### config.mk
export PLATFORM = sky130hd
export DESIGN_NAME = utf8_to_utf16_decoder_top
export DESIGN_NICKNAME = d
export VERILOG_FILES = /design/src/hw/rtl/u2u_pkg.sv /design/src/hw/rtl/u2u_front.sv /design/src/hw/rtl/u2u_queue.sv /design/src/hw/rtl/u2u_back.sv /design/src/hw/rtl/utf8_to_utf16_decoder_top.sv
export SDC_FILE = /design/constraint.sdc
export NUM_CORES = 1
export LEC_CHECK = 0
export BUFFER_PORTS_ARGS = -buffer_cell sky130_fd_sc_hd__buf_2
export CAP_MARGIN = 0
export CORE_MARGIN = 2
export CORE_UTILIZATION = 30
export CTS_CLUSTER_SIZE = 40
export DETAILED_ROUTE_END_ITERATION = 10
export PLACE_DENSITY = 0.43
export SYNTH_ARGS = -nofsm -noshare
export SYNTH_HDL_FRONTEND = slang
export SYNTH_SLANG_ARGS = --single-unit
export TNS_END_PERCENT = 20
### constraint.sdc
create_clock -name aclk -period 11.09 [get_ports aclk]
set_input_delay 1.6635 -clock aclk [delete_from_list [all_inputs] [get_ports aclk]]
set_output_delay 1.6635 -clock aclk [all_outputs]
set_load 0.05 [all_outputs]
### src/hw/rtl/u2u_pkg.sv
// ----------------------------------------------------------------------------
// u2u_pkg
// Types and constants for the UTF-8 to UTF-16 decoder.
// ----------------------------------------------------------------------------
package u2u_pkg;

    localparam int QUEUE_DEPTH = 4;

    localparam logic [15:0] REPL_UNIT      = 16'hFFFD;
    localparam logic [15:0] NULL_UNIT      = 16'h0000;
    localparam logic [15:0] BOM_UNIT       = 16'hFEFF;
    localparam logic [15:0] HI_SURR_BASE   = 16'hD800;
    localparam logic [5:0]  LO_SURR_PREFIX = 6'b110111;
    localparam logic [20:0] SUPP_OFFSET    = 21'h10000;
    localparam logic [31:0] CNT_MAX        = 32'hFFFF_FFFF;

    // configuration register indexes
    localparam logic REG_INVALID_TO_NULL = 1'b0;
    localparam logic REG_SKIP_BOM        = 1'b1;

    typedef struct packed {
        logic        invalid_to_null;
        logic        skip_bom;
    } u2u_cfg_t;

    // one decoded byte: one unit, or a surrogate pair
    typedef struct packed {
        logic [15:0] unit_first;
        logic [15:0] unit_second;
        logic        pair;
        logic        replaced;
        logic [31:0] invalid_total;
    } u2u_entry_t;

endpackage

### src/hw/rtl/u2u_front.sv
// ----------------------------------------------------------------------------
// u2u_front
// Byte classifier and sequence accumulator. Emits one queue entry per byte
// that produces output.
// ----------------------------------------------------------------------------
module u2u_front import u2u_pkg::*; (
    input  logic       aclk,
    input  logic       aresetn,
    input  u2u_cfg_t   cfg,
    input  logic       s_valid,
    output logic       s_ready,
    input  logic [7:0] s_data_byte,
    input  logic       q_full,
    output logic       q_push,
    output u2u_entry_t q_entry
);

    logic [1:0]  pending_reg, pending_next;
    logic [20:0] accum_reg, accum_next;
    logic        header_reg, header_next;
    logic [31:0] invalid_reg, invalid_next;

    logic        accept;
    logic        is_cont;
    logic [20:0] shifted;
    logic [20:0] offset_val;
    logic [15:0] hi_unit;
    logic [15:0] lo_unit;

    assign s_ready    = !q_full;
    assign accept     = s_valid && s_ready;
    assign is_cont    = (s_data_byte[7:6] == 2'b10);
    assign shifted    = {accum_reg[14:0], s_data_byte[5:0]};
    assign offset_val = shifted - SUPP_OFFSET;
    assign hi_unit    = HI_SURR_BASE + {5'd0, offset_val[20:10]};
    assign lo_unit    = {LO_SURR_PREFIX, offset_val[9:0]};

    always_comb begin
        pending_next = pending_reg;
        accum_next   = accum_reg;
        header_next  = header_reg;
        invalid_next = invalid_reg;
        q_push       = 1'b0;
        q_entry      = '{unit_first: shifted[15:0], unit_second: lo_unit, pair: 1'b0,
                         replaced: 1'b0, invalid_total: invalid_reg};
        if (accept) begin
            if (pending_reg != 2'd0) begin
                if (is_cont) begin
                    pending_next = pending_reg - 2'd1;
                    accum_next   = shifted;
                    if (pending_reg == 2'd1) begin
                        accum_next = '0;
                        if (shifted[20:16] != 5'd0) begin
                            header_next        = 1'b1;
                            q_push             = 1'b1;
                            q_entry.unit_first = hi_unit;
                            q_entry.pair       = 1'b1;
                        end else if (cfg.skip_bom && !header_reg
                                     && shifted[15:0] == BOM_UNIT) begin
                            header_next = 1'b1;
                        end else begin
                            header_next = 1'b1;
                            q_push      = 1'b1;
                        end
                    end
                end else begin
                    // interrupted sequence: replace, count, drop the byte
                    pending_next = '0;
                    accum_next   = '0;
                    header_next  = 1'b1;
                    if (invalid_reg != CNT_MAX) begin
                        invalid_next = invalid_reg + 32'd1;
                    end
                    q_push                = 1'b1;
                    q_entry.unit_first    = cfg.invalid_to_null ? NULL_UNIT : REPL_UNIT;
                    q_entry.replaced      = 1'b1;
                    q_entry.invalid_total = invalid_next;
                end
            end else if (!s_data_byte[7]) begin
                header_next        = 1'b1;
                q_push             = 1'b1;
                q_entry.unit_first = {8'd0, s_data_byte};
            end else if (s_data_byte[7:5] == 3'b110) begin
                accum_next   = {16'd0, s_data_byte[4:0]};
                pending_next = 2'd1;
            end else if (s_data_byte[7:4] == 4'b1110) begin
                accum_next   = {17'd0, s_data_byte[3:0]};
                pending_next = 2'd2;
            end else if (s_data_byte[7:3] == 5'b11110) begin
                accum_next   = {18'd0, s_data_byte[2:0]};
                pending_next = 2'd3;
            end
        end
    end

    always_ff @(posedge aclk) begin
        if (!aresetn) begin
            pending_reg <= '0;
            accum_reg   <= '0;
            header_reg  <= 1'b0;
            invalid_reg <= '0;
        end else begin
            pending_reg <= pending_next;
            accum_reg   <= accum_next;
            header_reg  <= header_next;
            invalid_reg <= invalid_next;
        end
    end

endmodule

### src/hw/rtl/u2u_queue.sv
// ----------------------------------------------------------------------------
// u2u_queue
// Small entry queue between the classifier and the output sequencer.
// ----------------------------------------------------------------------------
module u2u_queue import u2u_pkg::*; #(
    parameter int DEPTH = QUEUE_DEPTH
) (
    input  logic       aclk,
    input  logic       aresetn,
    input  logic       push,
    input  u2u_entry_t push_entry,
    output logic       full,
    input  logic       pop,
    output logic       empty,
    output u2u_entry_t pop_entry
);

    localparam int PTR_W = (DEPTH > 1) ? $clog2(DEPTH) : 1;
    localparam int CNT_W = $clog2(DEPTH + 1);

    u2u_entry_t       mem_reg [DEPTH];
    logic [PTR_W-1:0] wr_ptr_reg, wr_ptr_next;
    logic [PTR_W-1:0] rd_ptr_reg, rd_ptr_next;
    logic [CNT_W-1:0] count_reg, count_next;

    assign full      = (count_reg == CNT_W'(DEPTH));
    assign empty     = (count_reg == '0);
    assign pop_entry = mem_reg[rd_ptr_reg];

    always_comb begin
        wr_ptr_next = wr_ptr_reg;
        rd_ptr_next = rd_ptr_reg;
        count_next  = count_reg;
        if (push) begin
            wr_ptr_next = (wr_ptr_reg == PTR_W'(DEPTH - 1)) ? '0 : wr_ptr_reg + PTR_W'(1);
        end
        if (pop) begin
            rd_ptr_next = (rd_ptr_reg == PTR_W'(DEPTH - 1)) ? '0 : rd_ptr_reg + PTR_W'(1);
        end
        case ({push, pop})
            2'b10:   count_next = count_reg + CNT_W'(1);
            2'b01:   count_next = count_reg - CNT_W'(1);
            default: count_next = count_reg;
        endcase
    end

    always_ff @(posedge aclk) begin
        if (push) begin
            mem_reg[wr_ptr_reg] <= push_entry;
        end
    end

    always_ff @(posedge aclk) begin
        if (!aresetn) begin
            wr_ptr_reg <= '0;
            rd_ptr_reg <= '0;
            count_reg  <= '0;
        end else begin
            wr_ptr_reg <= wr_ptr_next;
            rd_ptr_reg <= rd_ptr_next;
            count_reg  <= count_next;
        end
    end

endmodule

### src/hw/rtl/u2u_back.sv
// ----------------------------------------------------------------------------
// u2u_back
// Output sequencer. Pops queue entries and drives one code unit per word,
// splitting surrogate pairs over two words.
// ----------------------------------------------------------------------------
module u2u_back import u2u_pkg::*; (
    input  logic        aclk,
    input  logic        aresetn,
    input  logic        q_empty,
    output logic        q_pop,
    input  u2u_entry_t  q_entry,
    output logic        m_valid,
    input  logic        m_ready,
    output logic [15:0] m_code_unit,
    output logic        m_replaced,
    output logic        m_last_unit,
    output logic [31:0] m_invalid_total
);

    logic        valid_reg, valid_next;
    logic [15:0] unit_reg, unit_next;
    logic        replaced_reg, replaced_next;
    logic        last_reg, last_next;
    logic [31:0] total_reg, total_next;
    logic        lo_pend_reg, lo_pend_next;
    logic [15:0] lo_unit_reg, lo_unit_next;
    logic        slot_free;

    assign slot_free = !valid_reg || m_ready;

    always_comb begin
        valid_next    = valid_reg;
        unit_next     = unit_reg;
        replaced_next = replaced_reg;
        last_next     = last_reg;
        total_next    = total_reg;
        lo_pend_next  = lo_pend_reg;
        lo_unit_next  = lo_unit_reg;
        q_pop         = 1'b0;
        if (slot_free) begin
            if (lo_pend_reg) begin
                valid_next    = 1'b1;
                unit_next     = lo_unit_reg;
                replaced_next = 1'b0;
                last_next     = 1'b1;
                lo_pend_next  = 1'b0;
            end else if (!q_empty) begin
                q_pop         = 1'b1;
                valid_next    = 1'b1;
                unit_next     = q_entry.unit_first;
                replaced_next = q_entry.replaced;
                last_next     = !q_entry.pair;
                total_next    = q_entry.invalid_total;
                lo_pend_next  = q_entry.pair;
                lo_unit_next  = q_entry.unit_second;
            end else begin
                valid_next = 1'b0;
            end
        end
    end

    always_ff @(posedge aclk) begin
        if (!aresetn) begin
            valid_reg   <= 1'b0;
            lo_pend_reg <= 1'b0;
        end else begin
            valid_reg   <= valid_next;
            lo_pend_reg <= lo_pend_next;
        end
    end

    always_ff @(posedge aclk) begin
        unit_reg     <= unit_next;
        replaced_reg <= replaced_next;
        last_reg     <= last_next;
        total_reg    <= total_next;
        lo_unit_reg  <= lo_unit_next;
    end

    assign m_valid         = valid_reg;
    assign m_code_unit     = unit_reg;
    assign m_replaced      = replaced_reg;
    assign m_last_unit     = last_reg;
    assign m_invalid_total = total_reg;

endmodule

### src/hw/rtl/utf8_to_utf16_decoder_top.sv
// ----------------------------------------------------------------------------
// utf8_to_utf16_decoder_top
// UTF-8 byte stream in, UTF-16 code units out, with an APB register port.
// ----------------------------------------------------------------------------
// Takes one byte per cycle while s_ready is high. ASCII and completed
// sequences up to U+FFFF give one word (a leading BOM is dropped while
// skip_bom is set), code points above U+FFFF give a surrogate pair over two
// consecutive words, and a sequence cut by a non-continuation byte gives a
// replacement word; stray continuations and bad leads are dropped. The
// output register issues one unit per cycle while m_ready is high; a
// QUEUE_DEPTH entry queue absorbs output stalls and s_ready drops when full.
// Registers: 0x0 invalid_to_null, 0x4 skip_bom.
// ----------------------------------------------------------------------------
module utf8_to_utf16_decoder_top import u2u_pkg::*; #(
    parameter int QUEUE_DEPTH_P = QUEUE_DEPTH
) (
    input  logic        aclk,
    input  logic        aresetn,
    input  logic        psel,
    input  logic        penable,
    input  logic        pwrite,
    input  logic [2:0]  paddr,
    input  logic [31:0] pwdata,
    output logic [31:0] prdata,
    output logic        pready,
    input  logic        s_valid,
    output logic        s_ready,
    input  logic [7:0]  s_data_byte,
    output logic        m_valid,
    input  logic        m_ready,
    output logic [15:0] m_code_unit,
    output logic        m_replaced,
    output logic        m_last_unit,
    output logic [31:0] m_invalid_total
);

    u2u_cfg_t   cfg_reg, cfg_next;
    logic       reg_wr;
    logic       q_full;
    logic       q_empty;
    logic       q_push;
    logic       q_pop;
    u2u_entry_t push_entry;
    u2u_entry_t pop_entry;

    assign pready = 1'b1;
    assign reg_wr = psel && penable && pwrite && pready;

    always_comb begin
        cfg_next = cfg_reg;
        if (reg_wr) begin
            case (paddr[2])
                REG_INVALID_TO_NULL: cfg_next.invalid_to_null = pwdata[0];
                REG_SKIP_BOM:        cfg_next.skip_bom        = pwdata[0];
                default:             cfg_next = cfg_reg;
            endcase
        end
    end

    always_comb begin
        case (paddr[2])
            REG_INVALID_TO_NULL: prdata = {31'd0, cfg_reg.invalid_to_null};
            REG_SKIP_BOM:        prdata = {31'd0, cfg_reg.skip_bom};
            default:             prdata = '0;
        endcase
    end

    always_ff @(posedge aclk) begin
        if (!aresetn) begin
            cfg_reg <= '{invalid_to_null: 1'b0, skip_bom: 1'b1};
        end else begin
            cfg_reg <= cfg_next;
        end
    end

    u2u_front u_front (
        .aclk        (aclk),
        .aresetn     (aresetn),
        .cfg         (cfg_reg),
        .s_valid     (s_valid),
        .s_ready     (s_ready),
        .s_data_byte (s_data_byte),
        .q_full      (q_full),
        .q_push      (q_push),
        .q_entry     (push_entry)
    );

    u2u_queue #(
        .DEPTH (QUEUE_DEPTH_P)
    ) u_queue (
        .aclk       (aclk),
        .aresetn    (aresetn),
        .push       (q_push),
        .push_entry (push_entry),
        .full       (q_full),
        .pop        (q_pop),
        .empty      (q_empty),
        .pop_entry  (pop_entry)
    );

    u2u_back u_back (
        .aclk            (aclk),
        .aresetn         (aresetn),
        .q_empty         (q_empty),
        .q_pop           (q_pop),
        .q_entry         (pop_entry),
        .m_valid         (m_valid),
        .m_ready         (m_ready),
        .m_code_unit     (m_code_unit),
        .m_replaced      (m_replaced),
        .m_last_unit     (m_last_unit),
        .m_invalid_total (m_invalid_total)
    );

endmodule

==> results.yml <==
run_status:
  status: "finished clean"
finish:
  syn_to_final_growth_pct: 15.1
  most_frequent_cells_in_the_layout: "300 x edfxtp_1, 69 x buf_2, 64 x nand2_1, 61 x dfxtp_1, 60 x mux4_2"
  multi_input_area_mm2: 0.00402
  insertedDiodeCount: 0
  fin_cells: 1635
  mostFrequentLayoutCell: "edfxtp_1"
  area.sequential_mm2: 0.0103
  post-route-util: 0.352
  fill_cells: 4561
  design.final.nets: 1050
  drive_gt1_frac: 0.229
  layout.cell_area.non_filler_mm2: 0.0169
  largest_reg_flops: 240
pwr:
  static-leakage-power_nw: 5.75
  p_clk_frac: 0.306
  switchingPower_mw: 1.39
  seq_power_share: 0.436
  vdd_drop_max_mv: 0.142
  fin_total_pwr_mw: 4.24
  proportion_of_power_drawn_by_combinational_gates: 0.258
  internal_power_mw: 2.85
  power.share.switching: 0.328
  power_density_mw_per_mm2: 252
timing:
  period_needed_ps: 4420
  period_share: 0.398
  hold_viol_final: 0
  totalNegativeSetupSlack_ps: 0
  rsz_0062_raised_after_global_routing: "no"
  final.setup.worst_slack_ps: 6670
  finalMaxSlewViolations: 0
  max_clock_freq_mhz: 226
  tightestPinTransition_ps: 1140
  finClkSkew_ps: 17.0
  setup_viol: 0
  worst_hold_slack_ps: 477
  timing.slew.headroom: 0.234
placement:
  gp_congestion: 0.794
  post-dp-hpwl_um: 19200
  place_ws_ps: 5970
  io_buffer_count: 69
  dp_cells: 1559
  dpl_cell_area_mm2: 0.0156
logic_synthesis:
  seq_area_frac_synth: 0.701
  synth_area_per_cell_um2: 16.2
  postSynth.asyncResetShare: 0
  synth_cell_type_count: 60
  synth_enable_flop_cells: 300
  ys_ff_latch: 363
  netlist_area_mm2: 0.0146
  synthesis.instances: 903
  yosysWarnings: 0
  postSynth.topFlopCell: "edfxtp_1"
critical_path:
  crit_type: "input pin to register"
  timing.rr.start: "u_front.pending_reg[0]$_SDFFE_PN0P_"
  worst_path_largest_cell_delay_ps: 850
  setup.worst_path.start: "s_data_byte[7]"
  crit_path_end_kind: "register"
  slowest_stage: "and2_2"
  worst_path_cell_chain: "buf_2 -> or2b_1 -> nor4_1 -> a211oi_1 -> and2_2 -> buf_4"
  crit_arrival_ps: 4600
  worst-endpoint-required_ps: 11270
  critical_path_buffer_and_inverter_count: 2
  critPathMaxFanout: 33
  critical_path.top_delay_family: "simple AND/OR/NAND/NOR gates"
  critical_path_startpoint_category: "input pin"
min_path:
  worstHoldPathType: "register to register"
  worstHoldStart: "u_front.header_reg$_SDFFE_PN0P_"
clocking:
  cts_tree: "yes"
  clk_pin_slew_ps: 50
  cts.path.max_buffers: 3
  postCtsSetupRepairBufs: 0
  clock_insertion_delay_worst_skew_ps: 560
  clock_tree.root_cell: "clkbuf_16"
  number_of_buffers_inserted_by_hold_repair_at_cts: 0
  cts_max_level: 2
  numCtsBuffers: 42
  clock_sink_count: 363
  count_of_instances_resized_after_the_clock_tree_is_built: 0
floorplanning:
  fp.coreArea_mm2: 0.0479
  die_area_mm2: 0.0506
  die_width_um: 225
  rows: 80
  boundary_pin_count: 135
  die_h_um: 225
  initial_utilization: 0.305
global_routing:
  grt.total_usage: 0.128
  first_global_vias: 7791
  grt_start_max_net_pins: 47
  antenna_violations_before_repair: 1
  grt_pass1_wl_um: 48200
  grt_remaining_overflow: 0
routing:
  detailedRoute.firstIterationViolations: 453
  route.detailed.vias_per_inst: 4.65
  route.vias.total: 7604
  drt_first_pass_iters: 4
  post-route-drc-count: 0
  average_detailed_routed_wire_length_per_instance_um: 19.4
  postRouteWirelength_um: 31800
  ant_nets: 0
flow_run:
  maxCapViolCount: 0
power by group through the flow:
stage                     combinational [mW]  clock (mW)  sequential (mW)
after detailed placement                1.12           0             1.89
after global routing                    1.18        1.39             1.88
after CTS                               1.13        1.35             1.86
after global placement                  1.12           0             1.89
after floorplan                        0.518           0             2.19
final                                   1.10        1.30             1.85
per-layer routing:
layer,vias to the layer above,part of all wire,GRT usage
li1,3582,-,-
met1,3853,0.45,0.169
met2,117,0.49,0.213
met3,52,0.037,0.0232
met4,0,0.022,0.0438
met5,-,0,0
worst reg2reg max path, delay by kind of cell (launching register included):
family	cells	cell delay, ps
compound gates	2	1000
fa+ha+maj	1	380
buf+inv	2	720
flops	1	330
simple gates	1	850
layout make-up:
| type | count | share of cell area |
|---|---|---|
| Tap cell | 615 | 0.0457 |
| Clock inverter | 21 | 0.00950 |
| Inverter | 17 | 0.00379 |
| Timing Repair Buffer | 81 | 0.0258 |
| Clock buffer | 55 | 0.0671 |
| Multi-Input combinational cell | 483 | 0.239 |
| Sequential cell | 363 | 0.610 |
synthesized netlist by cell type (3+ instances only):
cell type  count  area share
edfxtp_1     300        0.62
nand2_1       64       0.016
dfxtp_1       63       0.086
mux4_2        60       0.092
buf_4         34       0.017
a21oi_1       33       0.011
nor2_1        33      0.0085
nand3_1       26      0.0089
clkbuf_1      25      0.0064
mux2i_1       21       0.014
xor2_1        19       0.011
nand2b_1      17      0.0073
inv_1         16      0.0041
o21ai_0       16      0.0055
and2_1        13      0.0056
nand4_1       13      0.0056
and3_1        12      0.0051
mux2_2        12      0.0092
ha_1          11      0.0094
nor3_1        11      0.0038
or3_1         11      0.0047
buf_2          8      0.0027
or2_2          7      0.0030
xnor2_1        7      0.0042
nor4_1         6      0.0026
o21a_1         6      0.0031
o2bb2ai_1      6      0.0036
a221o_1        4      0.0027
and4_1         4      0.0024
nor2b_1        4      0.0017
a211oi_1       3      0.0015
o21bai_1       3      0.0015
logic make-up (layout without fill, tap and decap cells):
kind of cell	Yosys count	after routing	synth area share
flip-flops	363	363	0.701
AND/OR/NAND/NOR	235	235	0.0865
multiplexers	93	93	0.116
buffers and inverters	87	174	0.0327
AO/OA/AOI/OAI	85	85	0.0368
XOR/XNOR	26	26	0.0155
adder cells (fa/ha/maj)	12	12	0.0108
other	2	32	0.000513
final timing paths:
| kind | end | slack (ps) | depth (start not counted) |
|---|---|---|---|
| max | u_queue.mem_reg[0][36]$_DFFE_PP_ | 6670 | 6 |
| min | u_front.header_reg$_SDFFE_PN0P_ | 480 | 2 |
| max reg2reg | u_queue.mem_reg[0][36]$_DFFE_PP_ | 7420 | 6 |
| min reg2reg | u_front.header_reg$_SDFFE_PN0P_ | 480 | 2 |
Power figures use the tool's default switching activity.
